==> src/rtl/core/cbc_pkg.sv <==
// ---------------------------------------------------------------------------
// cbc_pkg: shared types and constants of the cell balancing controller
// Register indexes, state codes, request codes and reset values.
// ---------------------------------------------------------------------------
package cbc_pkg;

   localparam int NumCellsDef = 16;

   // register indexes
   localparam logic [2:0] REG_THRESH  = 3'd0;
   localparam logic [2:0] REG_HYST    = 3'd1;
   localparam logic [2:0] REG_REST_MA = 3'd2;
   localparam logic [2:0] REG_REST_TK = 3'd3;
   localparam logic [2:0] REG_LOWER   = 3'd4;
   localparam logic [2:0] REG_SHORT   = 3'd5;
   localparam logic [2:0] REG_LONG    = 3'd6;

   // item kinds
   localparam logic [1:0] KIND_TICK  = 2'd0;
   localparam logic [1:0] KIND_REQ   = 2'd1;
   localparam logic [1:0] KIND_CELL  = 2'd2;
   localparam logic [1:0] KIND_SPARE = 2'd3;

   // main states
   localparam logic [2:0] ST_UNINIT    = 3'd0;
   localparam logic [2:0] ST_INIT      = 3'd1;
   localparam logic [2:0] ST_INITED    = 3'd2;
   localparam logic [2:0] ST_INACTIVE  = 3'd3;
   localparam logic [2:0] ST_ACTIVE    = 3'd4;
   localparam logic [2:0] ST_INACT_OVR = 3'd5;
   localparam logic [2:0] ST_ACT_OVR   = 3'd6;

   // substates
   localparam logic [1:0] SUB_ENTRY    = 2'd0;
   localparam logic [1:0] SUB_BAL_ON   = 2'd1;
   localparam logic [1:0] SUB_BAL_OFF  = 2'd2;
   localparam logic [1:0] SUB_FINISHED = 2'd3;

   // pending request: code + 1, zero means none
   localparam logic [3:0] PQ_NONE          = 4'd0;
   localparam logic [3:0] PQ_INIT          = 4'd1;
   localparam logic [3:0] PQ_ACTIVE        = 4'd2;
   localparam logic [3:0] PQ_INACTIVE      = 4'd3;
   localparam logic [3:0] PQ_ACT_OVR       = 4'd4;
   localparam logic [3:0] PQ_INACT_OVR     = 4'd5;
   localparam logic [3:0] PQ_STOP_TO_ACT   = 4'd6;
   localparam logic [3:0] PQ_STOP_TO_INACT = 4'd7;

   // request codes
   localparam logic [2:0] RQ_INIT          = 3'd0;
   localparam logic [2:0] RQ_ACTIVE        = 3'd1;
   localparam logic [2:0] RQ_INACTIVE      = 3'd2;
   localparam logic [2:0] RQ_ACT_OVR       = 3'd3;
   localparam logic [2:0] RQ_INACT_OVR     = 3'd4;
   localparam logic [2:0] RQ_STOP_TO_ACT   = 3'd5;
   localparam logic [2:0] RQ_STOP_TO_INACT = 3'd6;
   localparam logic [2:0] RQ_ERROR         = 3'd7;

   // request status
   localparam logic [1:0] RS_OK      = 2'd0;
   localparam logic [1:0] RS_ALREADY = 2'd1;
   localparam logic [1:0] RS_PENDING = 2'd3;

   // register reset values
   localparam logic [15:0] THRESH_RST  = 16'd10;
   localparam logic [15:0] HYST_RST    = 16'd10;
   localparam logic [18:0] REST_MA_RST = 19'd200;
   localparam logic [23:0] REST_TK_RST = 24'd6000;
   localparam logic [15:0] LOWER_RST   = 16'd3000;
   localparam logic [15:0] SHORT_RST   = 16'd10;
   localparam logic [15:0] LONG_RST    = 16'd100;

   // one-hot control sequencer
   typedef enum logic [3:0] {
      CS_IDLE  = 4'b0001,
      CS_SCAN  = 4'b0010,
      CS_STEP  = 4'b0100,
      CS_OUT   = 4'b1000
   } ctl_state_type;

endpackage

==> src/rtl/core/cell_balancing_controller.sv <==
// ---------------------------------------------------------------------------
// cell_balancing_controller: passive cell balancing with hysteresis
// Flow: request, cell write and a tick that leaves the wait timer running
// pass from the input beat to the out state and then the result beat; other
// ticks run scan (one cell-store memory read per scan step), step, then out.
// Flow control: one item at a time; the next input beat is taken only after
// the result beat has been accepted.
// Reset (synchronous): registers to defaults, state uninitialized, cell store
// cleared by valid bits, no clearing pass.
// ---------------------------------------------------------------------------
module cell_balancing_controller
   import cbc_pkg::*;
#(
   parameter int NUM_CELLS = NumCellsDef
) (
   input  logic        clock,
   input  logic        reset,
   // req_tdata: [2:0] request_code, [6:3] cell_index, [22:7] cell_voltage_mv,
   //            [42:23] pack_current_ma, [58:43] min_cell_mv
   input  logic        req_tvalid,
   output logic        req_tready,
   input  logic [63:0] req_tdata,
   // req_tuser: [1:0] req_type
   input  logic [1:0]  req_tuser,
   // rsp_tdata: [1:0] request_status, [4:2] main_state, [6:5] sub_state,
   //            [22:7] balance_mask, [23] balancing_on, [24] pack_resting,
   //            [32:25] bad_request_count
   output logic        rsp_tvalid,
   input  logic        rsp_tready,
   output logic [39:0] rsp_tdata,
   input  logic        csr_psel,
   input  logic        csr_penable,
   input  logic        csr_pwrite,
   input  logic [4:0]  csr_paddr,
   input  logic [31:0] csr_pwdata,
   output logic [31:0] csr_prdata,
   output logic        csr_pready
);

   localparam int IW = (NUM_CELLS > 1) ? $clog2(NUM_CELLS) : 1;
   localparam int CW = $clog2(NUM_CELLS + 1);
   localparam int MW = (NUM_CELLS < 64) ? NUM_CELLS : 64;

   // configuration registers
   logic [15:0] thresh_ff, hyst_ff, lower_ff, short_ff, long_ff;
   logic [18:0] rest_ma_ff;
   logic [23:0] rest_tk_ff;
   logic        wr_en;
   logic [2:0]  wr_idx;

   assign csr_pready = 1'b1;
   assign wr_idx = csr_paddr[4:2];
   assign wr_en  = csr_psel && csr_penable && csr_pwrite && (csr_paddr[1:0] == 2'b00);

   always_ff @(posedge clock) begin
      if (reset) begin
         thresh_ff  <= THRESH_RST;
         hyst_ff    <= HYST_RST;
         rest_ma_ff <= REST_MA_RST;
         rest_tk_ff <= REST_TK_RST;
         lower_ff   <= LOWER_RST;
         short_ff   <= SHORT_RST;
         long_ff    <= LONG_RST;
      end else if (wr_en) begin
         case (wr_idx)
            REG_THRESH:  thresh_ff  <= csr_pwdata[15:0];
            REG_HYST:    hyst_ff    <= csr_pwdata[15:0];
            REG_REST_MA: rest_ma_ff <= csr_pwdata[18:0];
            REG_REST_TK: rest_tk_ff <= csr_pwdata[23:0];
            REG_LOWER:   lower_ff   <= csr_pwdata[15:0];
            REG_SHORT:   short_ff   <= csr_pwdata[15:0];
            REG_LONG:    long_ff    <= csr_pwdata[15:0];
            default: ;
         endcase
      end
   end

   // register readback
   always_comb begin
      csr_prdata = '0;
      if (csr_paddr[1:0] == 2'b00) begin
         case (wr_idx)
            REG_THRESH:  csr_prdata = {16'd0, thresh_ff};
            REG_HYST:    csr_prdata = {16'd0, hyst_ff};
            REG_REST_MA: csr_prdata = {13'd0, rest_ma_ff};
            REG_REST_TK: csr_prdata = {8'd0, rest_tk_ff};
            REG_LOWER:   csr_prdata = {16'd0, lower_ff};
            REG_SHORT:   csr_prdata = {16'd0, short_ff};
            REG_LONG:    csr_prdata = {16'd0, long_ff};
            default:     csr_prdata = '0;
         endcase
      end
   end

   // input fields
   logic [15:0] in_volt, in_min;
   logic [19:0] in_cur;
   logic [2:0]  in_code;
   logic [3:0]  in_idx;
   assign in_code = req_tdata[2:0];
   assign in_idx  = req_tdata[6:3];
   assign in_volt = req_tdata[22:7];
   assign in_cur  = req_tdata[42:23];
   assign in_min  = req_tdata[58:43];

   // sequencer state
   ctl_state_type cs_ff, cs_in;
   logic [2:0]  seq_ff, seq_in;
   logic [1:0]  sub_ff, sub_in;
   logic [15:0] wait_ff, wait_in;
   logic [23:0] rcnt_ff, rcnt_in;
   logic        rest_ff, rest_in, act_ff, act_in;
   logic [16:0] lthr_ff, lthr_in;
   logic [3:0]  pend_ff, pend_in;
   logic [7:0]  err_ff, err_in;
   logic [MW-1:0] mask_ff, mask_in;
   logic [1:0]  stat_ff, stat_in;
   logic [15:0] min_ff;
   logic        scan_need_ff, scan_need_in;
   logic [MW-1:0] scan_ff, scan_in;
   logic [CW-1:0] cnt_ff, cnt_in;
   logic [NUM_CELLS-1:0] vld_ff;
   logic        rvld_ff;

   // cell store memory: written on cell beats, read one cell per scan cycle
   logic [15:0] mem [NUM_CELLS];
   logic [15:0] rd_ff;
   logic        mem_we;
   logic [IW-1:0] rd_addr;
   logic [IW-1:0] wr_addr;

   assign mem_we  = req_tvalid && req_tready && (req_tuser == KIND_CELL)
                    && ({28'd0, in_idx} < 32'(NUM_CELLS));
   assign wr_addr = IW'(in_idx);
   assign rd_addr = cnt_ff[IW-1:0];

   always_ff @(posedge clock) begin
      if (mem_we) mem[wr_addr] <= in_volt;
      rd_ff <= mem[rd_addr];
   end

   always_ff @(posedge clock) begin
      if (reset) vld_ff <= '0;
      else if (mem_we) vld_ff[wr_addr] <= 1'b1;
   end

   logic [17:0] limit;
   logic [15:0] cell_val;
   logic [19:0] mag;
   logic [15:0] wait_dec;
   logic        mask_zero;
   assign limit     = {2'b00, min_ff} + {1'b0, lthr_ff};
   assign wait_dec  = (wait_ff != 16'd0) ? wait_ff - 16'd1 : wait_ff;
   assign mag       = in_cur[19] ? (20'd0 - in_cur) : in_cur;
   assign mask_zero = (scan_ff == '0);

   assign req_tready = (cs_ff == CS_IDLE) && !rsp_tvalid;

   always_comb begin
      cs_in = cs_ff; seq_in = seq_ff; sub_in = sub_ff; wait_in = wait_ff;
      rcnt_in = rcnt_ff; rest_in = rest_ff; act_in = act_ff; lthr_in = lthr_ff;
      pend_in = pend_ff; err_in = err_ff; mask_in = mask_ff; stat_in = stat_ff;
      scan_need_in = scan_need_ff; scan_in = scan_ff; cnt_in = cnt_ff;
      cell_val = '0;
      case (cs_ff)
         CS_IDLE: begin
            if (req_tvalid && req_tready) begin
               stat_in = RS_OK;
               cs_in = CS_OUT;
               case (req_tuser)
                  KIND_TICK: begin
                     // timers and rest detection; sequencer runs after scan
                     if (rcnt_ff != 24'd0) rcnt_in = rcnt_ff - 24'd1;
                     wait_in = wait_dec;
                     if (wait_dec == 16'd0) begin
                        if (mag < {1'b0, rest_ma_ff}) begin
                           if (!rest_ff) begin
                              rest_in = 1'b1;
                              rcnt_in = rest_tk_ff;
                           end
                        end else begin
                           rest_in = 1'b0;
                        end
                        scan_need_in = 1'b1;
                        scan_in = '0;
                        cnt_in = '0;
                        cs_in = CS_SCAN;
                     end
                  end
                  KIND_REQ: begin
                     if (in_code == RQ_ERROR) stat_in = RS_OK;
                     else if (pend_ff != PQ_NONE) stat_in = RS_PENDING;
                     else if (in_code == RQ_INIT)
                        stat_in = (seq_ff == ST_UNINIT) ? RS_OK : RS_ALREADY;
                     else stat_in = RS_OK;
                     if (stat_in == RS_OK) pend_in = {1'b0, in_code} + 4'd1;
                  end
                  default: ;
               endcase
            end
         end
         CS_SCAN: begin
            // rd_ff holds cell cnt_ff-1 once the first read has returned
            if (cnt_ff != '0) begin
               cell_val = vld_ff[cnt_ff[IW-1:0] - IW'(1)] ? rd_ff : 16'd0;
               if ({2'b00, cell_val} > limit && (cnt_ff - CW'(1)) < CW'(MW))
                  scan_in[cnt_ff[IW-1:0] - IW'(1)] = 1'b1;
            end
            if (cnt_ff == CW'(NUM_CELLS)) cs_in = CS_STEP;
            else cnt_in = cnt_ff + CW'(1);
         end
         CS_STEP: begin
            cs_in = CS_OUT;
            case (seq_ff)
               ST_UNINIT: begin
                  pend_in = PQ_NONE;
                  if (pend_ff == PQ_INIT) begin
                     wait_in = short_ff; seq_in = ST_INIT; sub_in = SUB_ENTRY;
                  end else if (pend_ff != PQ_NONE) err_in = err_ff + 8'd1;
               end
               ST_INIT: begin
                  wait_in = short_ff; seq_in = ST_INITED; sub_in = SUB_ENTRY;
               end
               ST_INITED: begin
                  wait_in = short_ff; seq_in = ST_INACTIVE; sub_in = SUB_ENTRY;
               end
               ST_INACTIVE: begin
                  if (act_ff) begin mask_in = '0; act_in = 1'b0; end
                  wait_in = short_ff;
                  pend_in = PQ_NONE;
                  if (pend_ff == PQ_ACT_OVR) begin
                     seq_in = ST_ACT_OVR; sub_in = SUB_ENTRY;
                  end else if (pend_ff == PQ_INACT_OVR) begin
                     seq_in = ST_INACT_OVR; sub_in = SUB_ENTRY;
                  end else if (pend_ff == PQ_ACTIVE) begin
                     seq_in = ST_ACTIVE; sub_in = SUB_ENTRY;
                  end
               end
               ST_ACTIVE: begin
                  wait_in = short_ff;
                  pend_in = PQ_NONE;
                  if (pend_ff == PQ_ACT_OVR) begin
                     seq_in = ST_ACT_OVR; sub_in = SUB_ENTRY;
                  end else if (pend_ff == PQ_INACT_OVR) begin
                     seq_in = ST_INACT_OVR; sub_in = SUB_ENTRY;
                  end else if (pend_ff == PQ_INACTIVE) begin
                     seq_in = ST_INACTIVE; sub_in = SUB_ENTRY;
                  end else begin
                     case (sub_ff)
                        SUB_ENTRY:
                           sub_in = (rest_ff && rcnt_ff == 24'd0) ? SUB_BAL_ON
                                                                  : SUB_BAL_OFF;
                        SUB_BAL_ON: begin
                           if (min_ff < lower_ff) sub_in = SUB_BAL_OFF;
                           else begin
                              mask_in = scan_ff;
                              if (!mask_zero) begin
                                 act_in = 1'b1;
                                 lthr_in = {1'b0, thresh_ff};
                                 sub_in = SUB_ENTRY;
                              end else sub_in = SUB_FINISHED;
                           end
                        end
                        SUB_BAL_OFF: begin
                           if (act_ff) begin
                              mask_in = '0;
                              lthr_in = {1'b0, thresh_ff} + {1'b0, hyst_ff};
                              act_in = 1'b0;
                           end
                           sub_in = SUB_ENTRY;
                        end
                        default: begin
                           if (act_ff) mask_in = '0;
                           lthr_in = {1'b0, thresh_ff} + {1'b0, hyst_ff};
                           act_in = 1'b0;
                           wait_in = long_ff;
                           sub_in = SUB_ENTRY;
                        end
                     endcase
                  end
               end
               ST_INACT_OVR: begin
                  mask_in = '0; act_in = 1'b0; wait_in = short_ff;
                  pend_in = PQ_NONE;
                  if (pend_ff == PQ_ACT_OVR) begin
                     seq_in = ST_ACT_OVR; sub_in = SUB_ENTRY;
                  end else if (pend_ff == PQ_STOP_TO_INACT) begin
                     seq_in = ST_INACTIVE; sub_in = SUB_ENTRY;
                  end else if (pend_ff == PQ_STOP_TO_ACT) begin
                     seq_in = ST_ACTIVE; sub_in = SUB_ENTRY;
                  end
               end
               ST_ACT_OVR: begin
                  wait_in = short_ff; mask_in = scan_ff; act_in = 1'b1;
                  pend_in = PQ_NONE;
                  if (mask_zero) begin
                     seq_in = ST_ACTIVE; sub_in = SUB_FINISHED;
                  end else if (pend_ff == PQ_INACT_OVR) begin
                     wait_in = short_ff; seq_in = ST_INACT_OVR; sub_in = SUB_ENTRY;
                  end else if (pend_ff == PQ_STOP_TO_INACT) begin
                     seq_in = ST_INACTIVE; sub_in = SUB_ENTRY;
                  end else if (pend_ff == PQ_STOP_TO_ACT) begin
                     seq_in = ST_ACTIVE; sub_in = SUB_ENTRY;
                  end
               end
               default: ;
            endcase
            scan_need_in = 1'b0;
         end
         CS_OUT: cs_in = CS_IDLE;
         default: cs_in = CS_IDLE;
      endcase
   end

   always_ff @(posedge clock) begin
      if (reset) begin
         cs_ff <= CS_IDLE; seq_ff <= ST_UNINIT; sub_ff <= SUB_ENTRY;
         wait_ff <= '0; rcnt_ff <= REST_TK_RST; rest_ff <= 1'b1; act_ff <= 1'b0;
         lthr_ff <= {1'b0, THRESH_RST} + {1'b0, HYST_RST};
         pend_ff <= PQ_NONE; err_ff <= '0; mask_ff <= '0; stat_ff <= RS_OK;
         scan_need_ff <= 1'b0; cnt_ff <= '0; rvld_ff <= 1'b0;
      end else begin
         cs_ff <= cs_in; seq_ff <= seq_in; sub_ff <= sub_in; wait_ff <= wait_in;
         rcnt_ff <= rcnt_in; rest_ff <= rest_in; act_ff <= act_in;
         lthr_ff <= lthr_in; pend_ff <= pend_in; err_ff <= err_in;
         mask_ff <= mask_in; stat_ff <= stat_in; scan_need_ff <= scan_need_in;
         cnt_ff <= cnt_in;
         if (cs_ff == CS_OUT) rvld_ff <= 1'b1;
         else if (rsp_tready) rvld_ff <= 1'b0;
      end
   end

   always_ff @(posedge clock) begin
      scan_ff <= scan_in;
      if (req_tvalid && req_tready) begin
         min_ff <= in_min;
      end
   end

   // output beat
   logic [15:0] mask16;
   always_comb begin
      mask16 = '0;
      for (int i = 0; i < 16; i++)
         if (i < MW) mask16[i] = mask_ff[i % MW];
   end

   assign rsp_tvalid = rvld_ff;
   assign rsp_tdata  = {7'd0, err_ff, rest_ff, act_ff, mask16, sub_ff, seq_ff, stat_ff};

   // assertions
   a_no_accept_busy: assert property (@(posedge clock) disable iff (reset)
      (cs_ff != CS_IDLE) |-> !req_tready)
      else $error("input taken while busy");
   a_out_after_done: assert property (@(posedge clock) disable iff (reset)
      (cs_ff == CS_OUT) |=> rsp_tvalid)
      else $error("result not raised after item");
   a_scan_to_step: assert property (@(posedge clock) disable iff (reset)
      (cs_ff == CS_SCAN && cnt_ff == CW'(NUM_CELLS)) |=> (cs_ff == CS_STEP))
      else $error("scan did not end in step");
   a_step_scan_flag: assert property (@(posedge clock) disable iff (reset)
      (cs_ff == CS_STEP) |-> scan_need_ff)
      else $error("step without scan");

endmodule

==> config.mk <==
export PLATFORM = sky130hd
export DESIGN_NAME = cell_balancing_controller
export DESIGN_NICKNAME = d
export VERILOG_FILES = /design/src/rtl/core/cbc_pkg.sv /design/src/rtl/core/cell_balancing_controller.sv
export SDC_FILE = /design/constraint.sdc
export NUM_CORES = 1
export LEC_CHECK = 0
export ABC_CLOCK_PERIOD_IN_PS = 8900
export CORE_MARGIN = 2
export CORE_UTILIZATION = 60
export DETAILED_ROUTE_END_ITERATION = 10
export DONT_BUFFER_PORTS = 1
export HOLD_SLACK_MARGIN = 0.12
export PLACE_DENSITY = 0.72
export SETUP_SLACK_MARGIN = 0.15
export SLEW_MARGIN = 10
export SYNTH_ARGS = -nofsm -noshare
export SYNTH_HDL_FRONTEND = slang
export SYNTH_SLANG_ARGS = --single-unit
==> constraint.sdc <==
create_clock -name clock -period 8.9 [get_ports clock]
set_input_delay 1.78 -clock clock [delete_from_list [all_inputs] [get_ports clock]]
set_output_delay 1.78 -clock clock [all_outputs]
set_load 0.1 [all_outputs]
==> results.txt <==
* Most frequently used flop master after synthesis: sky130_fd_sc_hd__edfxtp_1
- In this run the tightest slew margin relative to its limit is 17.99%.
- Based on the critical path, the design can be clocked at up to 171.8 MHz.
- Once layout is complete, the cells apart from fillers number 3093.
- The critical path in this run is classified as in2reg.
- Reported max-cap violation count: 0
* Initial Util: 60.32%
- Post-CTS Setup Bufs: 0
- In this run switching power makes up 25.29% of total power.
* Worst hold path type: reg2reg
- Post-synthesis instance area: 26500 sq um
- Internal power consumption: 4280 uW
- The number of clock buffers added by TritonCTS is 55.
* Std cell rows: 77
- In this run, post-CTS repair resized a total of 0 instances.
- Global routing used 5.943% of the available met3 tracks.
- Worst-path cell chain: or4_1 -> nor4_1 -> nand2b_1 -> o31ai_1 -> xnor2_1 -> ha_1 -> nand3_1 -> nor2_1 -> o41ai_1 -> o311ai_0 -> a211oi_1 -> nand2_2 -> mux2_2 -> a32o_1
- Commonest non-fill, non-tap cells in the layout: sky130_fd_sc_hd__nand2_1 (382), sky130_fd_sc_hd__edfxtp_1 (288), sky130_fd_sc_hd__dfxtp_1 (256)
- Outcome: finished clean
- The first global-routing pass estimated 112.7 mm of wire.
* Total Die Area: 45870 sq um
- 185 I/O pins were placed.
- Clock input transition at the sequential cells of the worst setup and hold paths: 0.06 ns
* CTS tree: yes
- Number of antenna violations at the first check in global routing: 3
- The first TritonRoute pass finished after 7 iterations.
- Arrival time reported for the critical path endpoint: 6.34 ns
- Crit path max-delay cell type: sky130_fd_sc_hd__a211oi_1
- Across all layers, the routed design uses 19923 vias.
* CP Capture Type: flip-flop
- Post-layout minimum cycle time: 5.821 ns
- Critical path peak fanout: 26
- Largest incremental delay on the critical path: 0.79 ns
- Routability-driven placement finished with a final weighted congestion of 0.9197.
* Routed WL: 72.75 mm
- Number of levels the H-tree was split into: 2
* Post-synthesis sequential element count: 547
- Post-Route Setup TNS: 0 ns
- Worst-margin pin slew: 1.231 ns
- Max Clock Skew: 0.04290 ns
- Entering global routing, the biggest net connects 180 pins.
- After detailed routing, the number of remaining DRC violations is 0.
* RSZ-0062 raised after global routing: false
- GRT Total Usage: 31.66%
- Setup violators final: 0
- CTS placed an instance of sky130_fd_sc_hd__clkbuf_16 at the clock tree root.
* Fraction of layout instances using a drive strength above 1: 11.92%
- For this design, the CTS-stage hold fixing added 0 buffers.
- The number of failing hold endpoints at the final stage was 0.
- Routed length per instance: 23.52 um
* Maximum number of buffers from clock root to sink: 3
- Most common cell after layout, fill and taps aside: sky130_fd_sc_hd__nand2_1
* Number of enable-type register cells in the synthesized netlist: 288
* Number of global-route vias before repair: 19412
* Area share of the leading cell type in the synthesized netlist: 32.63%
- Summed over all nets, the switching power comes to 1449 uW.
- Buffers placed on the I/O ports in this run total 0.
- After global routing, the most crowded layer is met2.
- Most area-consuming cells after synthesis: sky130_fd_sc_hd__edfxtp_1 (33%), sky130_fd_sc_hd__dfxtp_1 (20%), sky130_fd_sc_hd__mux4_2 (7.9%), sky130_fd_sc_hd__nand2_1 (5.4%), sky130_fd_sc_hd__ha_1 (4.4%)
* # placed instances: 2989
- The clock network is responsible for 41.7% of the overall power.
- Sequential-to-total area share from yosys stat: 52.20%
- A synthesized cell averages 10.63 sq um.
* Count of pins over their slew limit: 0
- Largest vdd supply drop: 215.7 uV
- In this run the power density over the cells is 197.8 nW/um^2.
- In the final design database the tool counted 2659 nets.
* Via-per-instance ratio: 6.441
* Met1 Usage GRT: 38.98%
- CTS saw 547 sinks.
* Global-route met2 utilization: 52.68%
- Cell type with the largest total area after synthesis: sky130_fd_sc_hd__edfxtp_1
* Number of warnings printed during yosys synthesis: 0
* Post-Synthesis Cells: 2494
- ANT nets after route: 0
- The worst setup path is launched from an input pin.
* Relative area change from synthesis to final layout: 9.301%
* Vertical die dimension: 214.2 um
* Initial DRC count: 1857
- Count of cell types in the netlist: 86
- Of the available clock period, the critical path in the final layout requires 65.41%.
* Clock latency on the worst-skew pair: 0.66 ns
- Proportion of power drawn by flip-flops and latches: 47.9%
- After synthesis, the share of flip-flops with an asynchronous set or reset is 0%.
* Post-detailed-placement half-perimeter wirelength: 49.51 mm
* Combinational share of power: 10.4%
- The analysis attributes to cell leakage a power of 0.01001 uW.
- Remaining global-route overflow: 0
- Die X-Extent: 214.2 um
- Core box area: 43930 sq um
- Required arrival time at the worst endpoint: 9.42 ns
routing by layer:
metal  vias up  share of wire [%]
li1       9122                  -
met1      9672                 38
met2       918                 48
met3       207                7.7
met4         4                5.9
met5         -              0.047
through the flow:
stage / hold slack (ns) / cell area (sq um) / util [%] / worst slack (ns) / power, uW
2_1_floorplan: 0.4348 / 26550 / - / 2.375 / 3266
3_3_place_gp: 0.4401 / 27090 / 61.65 / 2.582 / 3379
3_5_place_dp: 0.4522 / 27090 / 61.65 / 2.433 / 3391
4_1_cts: 0.4616 / 28960 / 65.92 / 3.063 / 5754
5_1_grt: 0.4884 / 28960 / 65.93 / 2.760 / 5922
6_report: 0.4731 / 28970 / 65.93 / 3.079 / 5729
power groups by stage:
stage / sequential (uW) / clock, uW / combinational, uW
floorplan: 2780 / 0 / 489
global placement: 2800 / 0 / 581
detailed placement: 2800 / 0 / 591
CTS: 2750 / 2410 / 595
global route: 2750 / 2520 / 655
finish: 2750 / 2390 / 596
cell families after synthesis:
| logic type | synth area share, % |
|---|---|
| AOI/OAI and AO/OA | 12.59 |
| muxes | 9.749 |
| xor gates and xnor gates | 1.718 |
| buffers and inverters | 3.503 |
| and+or+nand+nor | 15.67 |
| adders and majority gates | 4.542 |
| DFF | 52.20 |
| other | 0.02834 |
registers in the layout, summed over array words and instances (netlist names), 8 cells and up:
| signal | flops |
|---|---|
| lthr_ff | 17 |
| min_ff | 16 |
| rest_tk_ff | 24 |
| rest_ma_ff | 19 |
| wait_ff | 16 |
| mem | 256 |
| scan_ff | 16 |
| err_ff | 8 |
| rcnt_ff | 24 |
| hyst_ff | 16 |
| short_ff | 16 |
| vld_ff | 16 |
| long_ff | 16 |
| mask16 | 16 |
| lower_ff | 16 |
| rd_ff | 16 |
| thresh_ff | 16 |
critical path: cells and delay by family:
family / cells / cell delay [ns]
and+or+nand+nor: 6 / 1.92
muxes: 1 / 0.44
adders and majority gates: 1 / 0.26
xor gates and xnor gates: 1 / 0.16
AOI/OAI and AO/OA: 5 / 1.79
final cells by class:
cell class | count | area (sq um)
Inverter | 76 | 285.3
Clock inverter | 31 | 365.4
Timing Repair Buffer | 38 | 285.3
Tap cell | 592 | 740.7
Multi-Input combinational cell | 1736 | 11940
Fill cell | 3335 | 14970
Antenna cell | 1 | 2.502
Sequential cell | 547 | 13840
Clock buffer | 72 | 1510
cells in the mapped netlist, types with 10 or more instances:
library cell               instances
sky130_fd_sc_hd__dfxtp_1         259
sky130_fd_sc_hd__o21ai_0         103
sky130_fd_sc_hd__o31ai_1          12
sky130_fd_sc_hd__nand2_1         382
sky130_fd_sc_hd__a311oi_1         17
sky130_fd_sc_hd__nor2b_1          16
sky130_fd_sc_hd__mux2i_1          41
sky130_fd_sc_hd__and3_1           14
sky130_fd_sc_hd__o21a_1           15
sky130_fd_sc_hd__and2_1           27
sky130_fd_sc_hd__nor4_1           24
sky130_fd_sc_hd__a21oi_1         206
sky130_fd_sc_hd__buf_1            11
sky130_fd_sc_hd__clkbuf_1        114
sky130_fd_sc_hd__nor2_1          179
sky130_fd_sc_hd__nand2b_1         23
sky130_fd_sc_hd__buf_4            19
sky130_fd_sc_hd__edfxtp_1        288
sky130_fd_sc_hd__inv_1            74
sky130_fd_sc_hd__or3_1            17
sky130_fd_sc_hd__a211oi_1         17
sky130_fd_sc_hd__nand3b_1         10
sky130_fd_sc_hd__a31oi_1          22
sky130_fd_sc_hd__nor3_1           66
sky130_fd_sc_hd__nand4_1          23
sky130_fd_sc_hd__a21o_1           17
sky130_fd_sc_hd__nand3_1          76
sky130_fd_sc_hd__o211ai_1         21
sky130_fd_sc_hd__a22o_1           17
sky130_fd_sc_hd__xnor2_1          35
sky130_fd_sc_hd__ha_1             93
sky130_fd_sc_hd__mux4_2           93
sky130_fd_sc_hd__xor2_1           17
final timing paths:
check,start,to,slack [ns],depth (start not counted)
worst min-delay path,vld_ff[8]$_SDFFE_PP0P_,vld_ff[8]$_SDFFE_PP0P_,0.47,1
worst max-delay path,req_tdata[32],rcnt_ff[7]$_SDFFE_PP0P_,3.08,14
worst max register to register,cnt_ff[1]$_SDFFE_PP0P_,scan_ff[11]$_SDFFCE_PN0P_,3.11,16
worst min register to register,vld_ff[8]$_SDFFE_PP0P_,vld_ff[8]$_SDFFE_PP0P_,0.47,1
Power figures use the tool's default switching activity.
